$ cat config.mk
export PLATFORM = sky130hd
export DESIGN_NAME = reversible_deque_engine
export DESIGN_NICKNAME = d
export VERILOG_FILES = /design/src/sv/rde_pkg.sv /design/src/sv/rde_ram.sv /design/src/sv/rde_ctrl.sv /design/src/sv/rde_dp.sv /design/src/sv/reversible_deque_engine.sv
export SDC_FILE = /design/constraint.sdc
export NUM_CORES = 1
export LEC_CHECK = 0
export CAP_MARGIN = 5
export CELL_PAD_IN_SITES_DETAIL_PLACEMENT = 0
export CELL_PAD_IN_SITES_GLOBAL_PLACEMENT = 1
export CORE_ASPECT_RATIO = 0.7
export CORE_MARGIN = 4
export CORE_UTILIZATION = 40
export DETAILED_ROUTE_END_ITERATION = 8
export DONT_BUFFER_PORTS = 1
export GPL_ROUTABILITY_DRIVEN = 0
export MAX_ROUTING_LAYER = met4
export PLACE_DENSITY = 0.7
export SLEW_MARGIN = 20
export SYNTH_ARGS = -nofsm -noshare
export SYNTH_HDL_FRONTEND = slang
export SYNTH_SLANG_ARGS = --single-unit
$ cat constraint.sdc
create_clock -name clk_i -period 3.8 [get_ports clk_i]
set_clock_uncertainty 0.15 [all_clocks]
set_input_delay 0.76 -clock clk_i [delete_from_list [all_inputs] [get_ports clk_i]]
set_output_delay 0.76 -clock clk_i [all_outputs]
set_load 0.02 [all_outputs]
$ cat src/sv/rde_pkg.sv
`default_nettype none
// ----------------------------------------------------------------------------
// Reversible deque engine package
// Shared constants, codes, command and status types, and helper functions.
// ----------------------------------------------------------------------------
package rde_pkg;

  localparam int DEPTH      = 64;
  localparam int VALUE_BITS = 16;
  localparam int ELEM_W     = 16;
  localparam int ADDR_W     = (DEPTH > 1) ? $clog2(DEPTH) : 1;
  localparam int CNT_W      = $clog2(DEPTH + 1);
  localparam int SUM_W      = CNT_W + 1;

  typedef enum logic [1:0] {
    KIND_LOAD    = 2'd0,
    KIND_REVERSE = 2'd1,
    KIND_DELETE  = 2'd2,
    KIND_FINISH  = 2'd3
  } kind_e;

  typedef enum logic [1:0] {
    ST_ELEMENT  = 2'd0,
    ST_EMPTY    = 2'd1,
    ST_ERROR    = 2'd2,
    ST_OVERFLOW = 2'd3
  } status_e;

  typedef enum logic [1:0] {
    S_IDLE   = 2'd0,
    S_SINGLE = 2'd1,
    S_EMIT   = 2'd2
  } state_e;

  typedef enum logic [2:0] {
    OP_NONE       = 3'd0,
    OP_LOAD       = 3'd1,
    OP_REVERSE    = 3'd2,
    OP_DELETE     = 3'd3,
    OP_START_EMIT = 3'd4,
    OP_EMIT       = 3'd5,
    OP_SINGLE_OUT = 3'd6,
    OP_CLEAR      = 3'd7
  } op_e;

  typedef struct packed {
    op_e op;
  } ctrl_cmd_t;

  typedef struct packed {
    logic error_seen;
    logic overflow_seen;
    logic empty;
    logic out_free;
    logic emit_done;
  } dp_stat_t;

  // Reduces a sum of two values below DEPTH back into the slot range.
  function automatic logic [ADDR_W-1:0] wrap_slot(input logic [SUM_W-1:0] sum);
    logic [SUM_W-1:0] red;
    red = (sum >= SUM_W'(DEPTH)) ? (sum - SUM_W'(DEPTH)) : sum;
    return red[ADDR_W-1:0];
  endfunction

  function automatic logic [VALUE_BITS-1:0] to_store(input logic [ELEM_W-1:0] val);
    logic [31:0] wide;
    wide = 32'(val);
    return wide[VALUE_BITS-1:0];
  endfunction

  function automatic logic [ELEM_W-1:0] to_elem(input logic [VALUE_BITS-1:0] val);
    logic [31:0] wide;
    wide = 32'(val);
    return wide[ELEM_W-1:0];
  endfunction

endpackage
`default_nettype wire

$ cat src/sv/rde_ram.sv
`default_nettype none
// ----------------------------------------------------------------------------
// Generic RAM
// One write port and one read port with a registered read that holds its
// data while no read is issued.
// ----------------------------------------------------------------------------
module rde_ram #(
  parameter int WIDTH = 16,
  parameter int DEPTH = 64
) (
  input  wire logic                               clk_i,
  input  wire logic                               we_i,
  input  wire logic [((DEPTH > 1) ? $clog2(DEPTH) : 1)-1:0] waddr_i,
  input  wire logic [WIDTH-1:0]                   wdata_i,
  input  wire logic                               re_i,
  input  wire logic [((DEPTH > 1) ? $clog2(DEPTH) : 1)-1:0] raddr_i,
  output logic      [WIDTH-1:0]                   rdata_o
);

  logic [WIDTH-1:0] mem_q [DEPTH];
  logic [WIDTH-1:0] rdata_q;

  always_ff @(posedge clk_i) begin
    if (we_i) begin
      mem_q[waddr_i] <= wdata_i;
    end
    if (re_i) begin
      rdata_q <= mem_q[raddr_i];
    end
  end

  assign rdata_o = rdata_q;

endmodule
`default_nettype wire

$ cat src/sv/rde_ctrl.sv
`default_nettype none
// ----------------------------------------------------------------------------
// Reversible deque controller
// Decodes input commands and sequences the finish runs of the datapath.
// ----------------------------------------------------------------------------
module rde_ctrl (
  input  wire logic             clk_i,
  input  wire logic             rst_ni,
  input  wire logic             in_valid_i,
  output logic                  in_ready_o,
  input  wire rde_pkg::kind_e   kind_i,
  input  wire rde_pkg::dp_stat_t stat_i,
  output rde_pkg::ctrl_cmd_t    cmd_o
);
  import rde_pkg::*;

  state_e state_q, state_d;

  always_ff @(posedge clk_i or negedge rst_ni) begin
    if (!rst_ni) begin
      state_q <= S_IDLE;
    end else begin
      state_q <= state_d;
    end
  end

  always_comb begin
    state_d    = state_q;
    in_ready_o = 1'b0;
    cmd_o.op   = OP_NONE;
    case (state_q)
      S_IDLE: begin
        in_ready_o = 1'b1;
        if (in_valid_i) begin
          case (kind_i)
            KIND_LOAD:    cmd_o.op = OP_LOAD;
            KIND_REVERSE: cmd_o.op = OP_REVERSE;
            KIND_DELETE:  cmd_o.op = OP_DELETE;
            KIND_FINISH: begin
              if (stat_i.error_seen || stat_i.overflow_seen || stat_i.empty) begin
                state_d = S_SINGLE;
              end else begin
                cmd_o.op = OP_START_EMIT;
                state_d  = S_EMIT;
              end
            end
            default: cmd_o.op = OP_NONE;
          endcase
        end
      end
      S_SINGLE: begin
        if (stat_i.out_free) begin
          cmd_o.op = OP_SINGLE_OUT;
          state_d  = S_IDLE;
        end
      end
      S_EMIT: begin
        if (stat_i.emit_done) begin
          cmd_o.op = OP_CLEAR;
          state_d  = S_IDLE;
        end else begin
          cmd_o.op = OP_EMIT;
        end
      end
      default: state_d = S_IDLE;
    endcase
  end

  ast_ready_idle: assert property (@(posedge clk_i) disable iff (!rst_ni)
    in_ready_o |-> (state_q == S_IDLE))
    else $error("input ready outside idle");

  ast_emit_start: assert property (@(posedge clk_i) disable iff (!rst_ni)
    (cmd_o.op == OP_START_EMIT) |=> (state_q == S_EMIT))
    else $error("emit run did not start");

  ast_single_exit: assert property (@(posedge clk_i) disable iff (!rst_ni)
    (state_q == S_SINGLE && stat_i.out_free) |=> (state_q == S_IDLE))
    else $error("single result state did not end");

endmodule
`default_nettype wire

$ cat src/sv/rde_dp.sv
`default_nettype none
// ----------------------------------------------------------------------------
// Reversible deque datapath
// Ring pointers, status flags, the element store and the output register.
// ----------------------------------------------------------------------------
module rde_dp (
  input  wire logic                       clk_i,
  input  wire logic                       rst_ni,
  input  wire rde_pkg::ctrl_cmd_t         cmd_i,
  input  wire logic [rde_pkg::ELEM_W-1:0] value_i,
  output rde_pkg::dp_stat_t               stat_o,
  output logic                            out_valid_o,
  input  wire logic                       out_ready_i,
  output rde_pkg::status_e                out_status_o,
  output logic [rde_pkg::ELEM_W-1:0]      out_element_o,
  output logic                            out_last_o
);
  import rde_pkg::*;

  localparam logic [ADDR_W-1:0] LAST_SLOT = ADDR_W'(DEPTH - 1);
  localparam logic [CNT_W-1:0]  FULL_CNT  = CNT_W'(DEPTH);
  localparam logic [CNT_W-1:0]  ONE_CNT   = CNT_W'(1);

  logic [ADDR_W-1:0] head_q, head_d;
  logic [CNT_W-1:0]  count_q, count_d;
  logic              rev_q, rev_d;
  logic              err_q, err_d;
  logic              ovf_q, ovf_d;
  logic [ADDR_W-1:0] ptr_q, ptr_d;
  logic [CNT_W-1:0]  left_q, left_d;
  logic              pend_q, pend_d;
  logic              pend_last_q, pend_last_d;
  logic              oval_q, oval_d;
  status_e           ostat_q, ostat_d;
  logic [ELEM_W-1:0] oelem_q, oelem_d;
  logic              olast_q, olast_d;

  logic                  we;
  logic [ADDR_W-1:0]     waddr;
  logic                  re;
  logic [VALUE_BITS-1:0] rdata;
  logic                  out_free;
  logic                  consume;
  logic                  issue;
  logic [ADDR_W-1:0]     head_inc;
  logic [ADDR_W-1:0]     head_dec;
  logic [ADDR_W-1:0]     back_slot;
  logic [ADDR_W-1:0]     tail_slot;

  assign out_free  = !oval_q || out_ready_i;
  assign head_inc  = (head_q == LAST_SLOT) ? '0 : head_q + 1'b1;
  assign head_dec  = (head_q == '0) ? LAST_SLOT : head_q - 1'b1;
  assign back_slot = wrap_slot(SUM_W'(head_q) + SUM_W'(count_q));
  assign tail_slot = wrap_slot(SUM_W'(head_q) + SUM_W'(count_q - ONE_CNT));

  always_comb begin
    head_d      = head_q;
    count_d     = count_q;
    rev_d       = rev_q;
    err_d       = err_q;
    ovf_d       = ovf_q;
    ptr_d       = ptr_q;
    left_d      = left_q;
    pend_d      = pend_q;
    pend_last_d = pend_last_q;
    oval_d      = oval_q && !out_ready_i;
    ostat_d     = ostat_q;
    oelem_d     = oelem_q;
    olast_d     = olast_q;
    we          = 1'b0;
    waddr       = back_slot;
    re          = 1'b0;
    consume     = 1'b0;
    issue       = 1'b0;
    case (cmd_i.op)
      OP_LOAD: begin
        if (count_q == FULL_CNT) begin
          ovf_d = 1'b1;
        end else begin
          we      = 1'b1;
          count_d = count_q + ONE_CNT;
          if (rev_q) begin
            waddr  = head_dec;
            head_d = head_dec;
          end
        end
      end
      OP_REVERSE: rev_d = !rev_q;
      OP_DELETE: begin
        if (count_q == '0) begin
          err_d = 1'b1;
        end else begin
          count_d = count_q - ONE_CNT;
          if (count_q == ONE_CNT) begin
            head_d = '0;
          end else if (!rev_q) begin
            head_d = head_inc;
          end
        end
      end
      OP_START_EMIT: begin
        ptr_d  = rev_q ? tail_slot : head_q;
        left_d = count_q;
        pend_d = 1'b0;
      end
      OP_EMIT: begin
        consume = pend_q && out_free;
        issue   = (left_q != '0) && (!pend_q || consume);
        if (consume) begin
          oval_d  = 1'b1;
          ostat_d = ST_ELEMENT;
          oelem_d = to_elem(rdata);
          olast_d = pend_last_q;
        end
        if (issue) begin
          re          = 1'b1;
          left_d      = left_q - ONE_CNT;
          pend_last_d = (left_q == ONE_CNT);
          if (rev_q) begin
            ptr_d = (ptr_q == '0) ? LAST_SLOT : ptr_q - 1'b1;
          end else begin
            ptr_d = (ptr_q == LAST_SLOT) ? '0 : ptr_q + 1'b1;
          end
        end
        pend_d = issue || (pend_q && !consume);
      end
      OP_SINGLE_OUT: begin
        oval_d  = 1'b1;
        oelem_d = '0;
        olast_d = 1'b1;
        if (err_q) begin
          ostat_d = ST_ERROR;
        end else if (ovf_q) begin
          ostat_d = ST_OVERFLOW;
        end else begin
          ostat_d = ST_EMPTY;
        end
        head_d  = '0;
        count_d = '0;
        rev_d   = 1'b0;
        err_d   = 1'b0;
        ovf_d   = 1'b0;
      end
      OP_CLEAR: begin
        head_d  = '0;
        count_d = '0;
        rev_d   = 1'b0;
        err_d   = 1'b0;
        ovf_d   = 1'b0;
      end
      default: begin
        head_d = head_q;
      end
    endcase
  end

  always_ff @(posedge clk_i or negedge rst_ni) begin
    if (!rst_ni) begin
      head_q  <= '0;
      count_q <= '0;
      rev_q   <= 1'b0;
      err_q   <= 1'b0;
      ovf_q   <= 1'b0;
      left_q  <= '0;
      pend_q  <= 1'b0;
      oval_q  <= 1'b0;
    end else begin
      head_q  <= head_d;
      count_q <= count_d;
      rev_q   <= rev_d;
      err_q   <= err_d;
      ovf_q   <= ovf_d;
      left_q  <= left_d;
      pend_q  <= pend_d;
      oval_q  <= oval_d;
    end
  end

  always_ff @(posedge clk_i) begin
    ptr_q       <= ptr_d;
    pend_last_q <= pend_last_d;
    ostat_q     <= ostat_d;
    oelem_q     <= oelem_d;
    olast_q     <= olast_d;
  end

  rde_ram #(
    .WIDTH (VALUE_BITS),
    .DEPTH (DEPTH)
  ) u_store (
    .clk_i   (clk_i),
    .we_i    (we),
    .waddr_i (waddr),
    .wdata_i (to_store(value_i)),
    .re_i    (re),
    .raddr_i (ptr_q),
    .rdata_o (rdata)
  );

  assign stat_o.error_seen    = err_q;
  assign stat_o.overflow_seen = ovf_q;
  assign stat_o.empty         = (count_q == '0);
  assign stat_o.out_free      = out_free;
  assign stat_o.emit_done     = (left_q == '0) && !pend_q;

  assign out_valid_o   = oval_q;
  assign out_status_o  = ostat_q;
  assign out_element_o = oelem_q;
  assign out_last_o    = olast_q;

  ast_count_range: assert property (@(posedge clk_i) disable iff (!rst_ni)
    count_q <= FULL_CNT)
    else $error("element count beyond capacity");

  ast_head_empty: assert property (@(posedge clk_i) disable iff (!rst_ni)
    (count_q == '0) |-> (head_q == '0))
    else $error("head not at slot zero on an empty deque");

  ast_clear: assert property (@(posedge clk_i) disable iff (!rst_ni)
    (cmd_i.op == OP_CLEAR || cmd_i.op == OP_SINGLE_OUT)
      |=> (count_q == '0 && !rev_q && !err_q && !ovf_q))
    else $error("deque not cleared after a finish");

  ast_emit_left: assert property (@(posedge clk_i) disable iff (!rst_ni)
    (cmd_i.op == OP_START_EMIT) |=> (left_q == count_q && !pend_q))
    else $error("emit run loaded a wrong length");

endmodule
`default_nettype wire

$ cat src/sv/reversible_deque_engine.sv
`default_nettype none
// ----------------------------------------------------------------------------
// Reversible deque engine
// Ring-buffer deque with a direction flag, driven by a stream of commands.
// ----------------------------------------------------------------------------
// Load, reverse and delete commands are each applied in the cycle they are
// taken. A finish command is accepted from idle and then streams the stored
// elements at one per cycle while the output is free, from the single read
// port of the element memory, whose read is registered, then clears the
// deque; a finish that reports an empty list, a delete error or an overflow
// moves its one result into the output register in the cycle after it is
// accepted, once that register is free. No new command is accepted until a
// finish run has moved its last result into the output register, and a
// stalled output stretches the run by the cycles of the stall.
module reversible_deque_engine (
  input  wire logic        clk_i,
  input  wire logic        rst_ni,
  input  wire logic        s_axis_tvalid_i,
  output logic             s_axis_tready_o,
  input  wire logic [15:0] s_axis_tdata_i,   // [15:0] value
  input  wire logic [1:0]  s_axis_tuser_i,   // [1:0] kind
  output logic             m_axis_tvalid_o,
  input  wire logic        m_axis_tready_i,
  output logic [15:0]      m_axis_tdata_o,   // [15:0] element
  output logic [1:0]       m_axis_tuser_o,   // [1:0] status
  output logic             m_axis_tlast_o
);
  import rde_pkg::*;

  ctrl_cmd_t cmd;
  dp_stat_t  stat;
  status_e   out_status;

  rde_ctrl u_ctrl (
    .clk_i      (clk_i),
    .rst_ni     (rst_ni),
    .in_valid_i (s_axis_tvalid_i),
    .in_ready_o (s_axis_tready_o),
    .kind_i     (kind_e'(s_axis_tuser_i)),
    .stat_i     (stat),
    .cmd_o      (cmd)
  );

  rde_dp u_dp (
    .clk_i         (clk_i),
    .rst_ni        (rst_ni),
    .cmd_i         (cmd),
    .value_i       (s_axis_tdata_i),
    .stat_o        (stat),
    .out_valid_o   (m_axis_tvalid_o),
    .out_ready_i   (m_axis_tready_i),
    .out_status_o  (out_status),
    .out_element_o (m_axis_tdata_o),
    .out_last_o    (m_axis_tlast_o)
  );

  assign m_axis_tuser_o = out_status;

endmodule
`default_nettype wire

==> reports/qor.txt <==
post-synthesis adder-cell area fraction = 0.009462
WL final = 121.2 mm
DR iter-0 viols = 3,727
Int Power = 0.02399 W
HP Start = s_axis_tdata_i[6]
DRC viols = 0
measured slew at the worst slew-check pin = 1070 ps
TritonCTS sink count = 1,093
mux cell area share after synthesis = 0.1688
count leader, synth = edfxtp_1
fin. max-slew vios = 0
DRT Pass-1 Iters = 6
synth cell count leaders = edfxtp_1 (1,066), mux4_2 (319), nor2_1 (81)
register area share after synthesis = 0.7445
Distinct cells, synth = 77
fin util = 0.4706
Switching Power = 0.01188 W
crit path launch = u_dp.count_q[0]
I/O pin cnt = 43
synthesis-stage register bit count = 1,093
busiest grt layer = met1
library cell with the largest summed area after synthesis = edfxtp_1
Max Cap Viol = 0
crit path max fanout = 16
clk slew on worst S/H paths = 60 ps
ranking of synthesized cells by area = edfxtp_1 (73%), mux4_2 (16%), dfrtp_1 (1.5%)
post-synthesis compound-gate area fraction = 0.03101
CTS tree = done
global-route wire length before repair = 171.4 mm
Max Clk Rate = 271.4 MHz
fraction of registers with async set/reset = 0.02470
HPWL after DPL = 71.40 mm
RR Endpoint = u_dp.u_store.mem_q[15][13]
Nets = 2,346
Clock Tree Buf Depth = 3
core footprint = 108,700 um^2
Arr. time, crit path = 3900 ps
CTS root buffer = clkbuf_16
minimum clock period after layout = 3684 ps
initial antenna violation count = 18
Hold Path Sink = u_dp.u_store.mem_q[23][6]
ys flop type = edfxtp_1
antenna-violating nets left = 0
Skew-Pair Late Insertion Delay = 700 ps
met2 usage = 0.2835
Comb pwr share = 0.330
unrepaired setup endpoints after global routing = no
Startpoint Class = flip-flop
sequential share of power = 0.391
hold depth = 0
Synth warnings = 0
Crit Reg-Reg Startpoint = u_dp.count_q[0]
Hold Vio Cnt, Final = 0
outcome = completed
VDD IR max = 0.0005127 V
Die Y = 285.2 um
H-Tree Level Count = 3
initial core utilization = 0.4040
vias per std cell = 6.044
EDFF count, synth = 1,066
Port Buffer Count = 0
syn_nets = 2,130
total grt overflow = 0
met3 Use GR = 0.06170
DIE WIDTH = 404.0 um
final worst-path cycle share = 0.9695
Synth Area in Simple Gates = 0.02984
met1 usage = 0.3391
Setup CP Type = reg2reg
reg-to-reg slack, setup = 120 ps
Synth top area share = 0.7291
Clk pwr share = 0.280
Area Growth Syn to Fin = 16.51%
Reg2Reg Depth = 11
largest net degree at the start of global routing = 104
Overall Global Routing Usage = 0.2164
Net Sw Frac = 0.3311
Vias = 23,089
worst path required time = 4010 ps
Syn Area/Cell = 21.15 um^2
Crit. End Element = flip-flop
Setup TNS = 0 ps
Power per Cell Area = 701.3 nW/um^2
post-synthesis cell count = 2,076
Num CTS Buffers = 98
placed insts = 3,596
DIE AREA = 115,200 um^2
P_leak = 16.28 nW
xor/xnor cell area share of the yosys netlist = 0.002593
main combinational cell family by area after synthesis = multiplexers
mapped cell area = 43,900 um^2
row cnt = 101
Hold WC Path Type = in2reg
# setup viols final = 0
final non-filler cell total = 3,820
max_slew headroom = 0.2864
vias in the first global route = 22,150
share of post-route cells with drive strength above 1 = 0.3039
wire per inst = 31.74 um
## cells by family (layout without fill, tap and decap cells)
group	count (synthesis)	after routing
flip-flops	1093	1093
AO/OA/AOI/OAI	189	189
multiplexers	340	340
XOR/XNOR	13	13
adder cells (fa/ha/maj)	32	32
buffers and inverters	146	439
AND/OR/NAND/NOR	263	263
other	0	9
## metal layers
metal | share of wire | routed length, um
met5 | 0 | 0
met4 | 0.014 | 1746
met3 | 0.14 | 16480
met2 | 0.42 | 50340
met1 | 0.43 | 52690
## how the worst max path moves through the flow
stage / end / cells past startpoint
finish: u_dp.u_store.mem_q[15][13] / 11
global route: u_dp.u_store.mem_q[15][13] / 11
CTS: u_dp.u_store.mem_q[60][11] / 12
detailed placement: u_dp.u_store.mem_q[15][1] / 10
global placement: u_dp.u_store.mem_q[39][11] / 7
floorplan: u_dp.u_store.mem_q[46][0] / 9
## layout by cell type (no fill, tap or decap), types with 5 or more instances in the layout
master            n
o211ai_1         13
mux2_2            5
nor3_1           13
nand2_1          57
nor3_2           11
buf_12           60
mux4_2          319
mux2i_1          12
nor4_1           10
a21oi_1          32
nor2b_1          11
dfrtp_1          26
a31oi_1           9
a22oi_1          32
a21o_1            5
clkbuf_1         18
a211oi_1          9
clkbuf_16       100
bufinv_16        11
o21a_1            5
ha_1             30
nor3_4            7
and3_1            8
o22ai_1          11
clkinv_2         16
nand3_1          19
diode_2           9
clkinv_1         19
nor2_1           62
xnor2_1          10
dlygate4sd3_1    26
nor2_2           19
o21ai_0          20
and2_1           21
edfxtp_1       1066
buf_4           135
inv_1            40
nand2b_1          5
## repair_timing
item,in CTS,in global routing
endpoints found under the hold margin,302,8
setup buffers,0,0
hold buffers,35,3
setup endpoints to repair,0,192
resized for setup,0,2
## layout make-up
cell class	instances	area, um^2
fill	8894	57530
sequential	1093	32690
multi-input combinational	837	10780
clock buffer	118	2570
timing repair buffer	222	2502
tap	1442	1804
clock inverter	59	633.1
inverter	40	150.1
antenna	9	22.52
## worst max-delay path: stages (launching register included)
cell and delay (ps):
dfrtp_1 390, inv_1 70, ha_1 220, nor4b_4 150, a2111o_2 490, buf_4 160
o211ai_2 540, nor3_1 200, a21o_1 280, buf_12 190, nor3_2 200, buf_4 300
## state kept, by name, summed over array words and instances, names as in the netlist, 2 cells and up
| name | flops |
|---|---|
| u_dp.u_store.mem_q | 1024 |
| u_dp.u_store.rdata_o | 16 |
| u_dp.head_q | 6 |
| u_ctrl.state_q | 2 |
| u_dp.out_status_o | 2 |
| u_dp.ptr_q | 6 |
| u_dp.out_element_o | 16 |
| u_dp.left_q | 7 |
| u_dp.count_q | 7 |
## power groups by stage
stage / Combinational (W) / Sequential, W / Clock [W]
after floorplan: 0.00642 / 0.0141 / 0
after global placement: 0.0113 / 0.0143 / 0
after detailed placement: 0.0114 / 0.0143 / 0
after CTS: 0.0117 / 0.0140 / 0.0102
after global routing: 0.0124 / 0.0140 / 0.0107
final: 0.0118 / 0.0140 / 0.0100
## through the flow
| step | setup slack, ps | hold WS [ps] | total power [W] | cell area (um^2) |
|---|---|---|---|---|
| floorplan | -301.5 | 314.4 | 0.02054 | 43940 |
| global placement | -198.8 | 315.3 | 0.02557 | 47400 |
| detailed placement | 30.17 | 315.3 | 0.02572 | 47410 |
| CTS | 57.38 | 0.4645 | 0.03589 | 51090 |
| global route | 30.07 | 6.729 | 0.03714 | 51140 |
| finish | 115.8 | 48.79 | 0.03587 | 51150 |
Power figures use the tool's default switching activity.
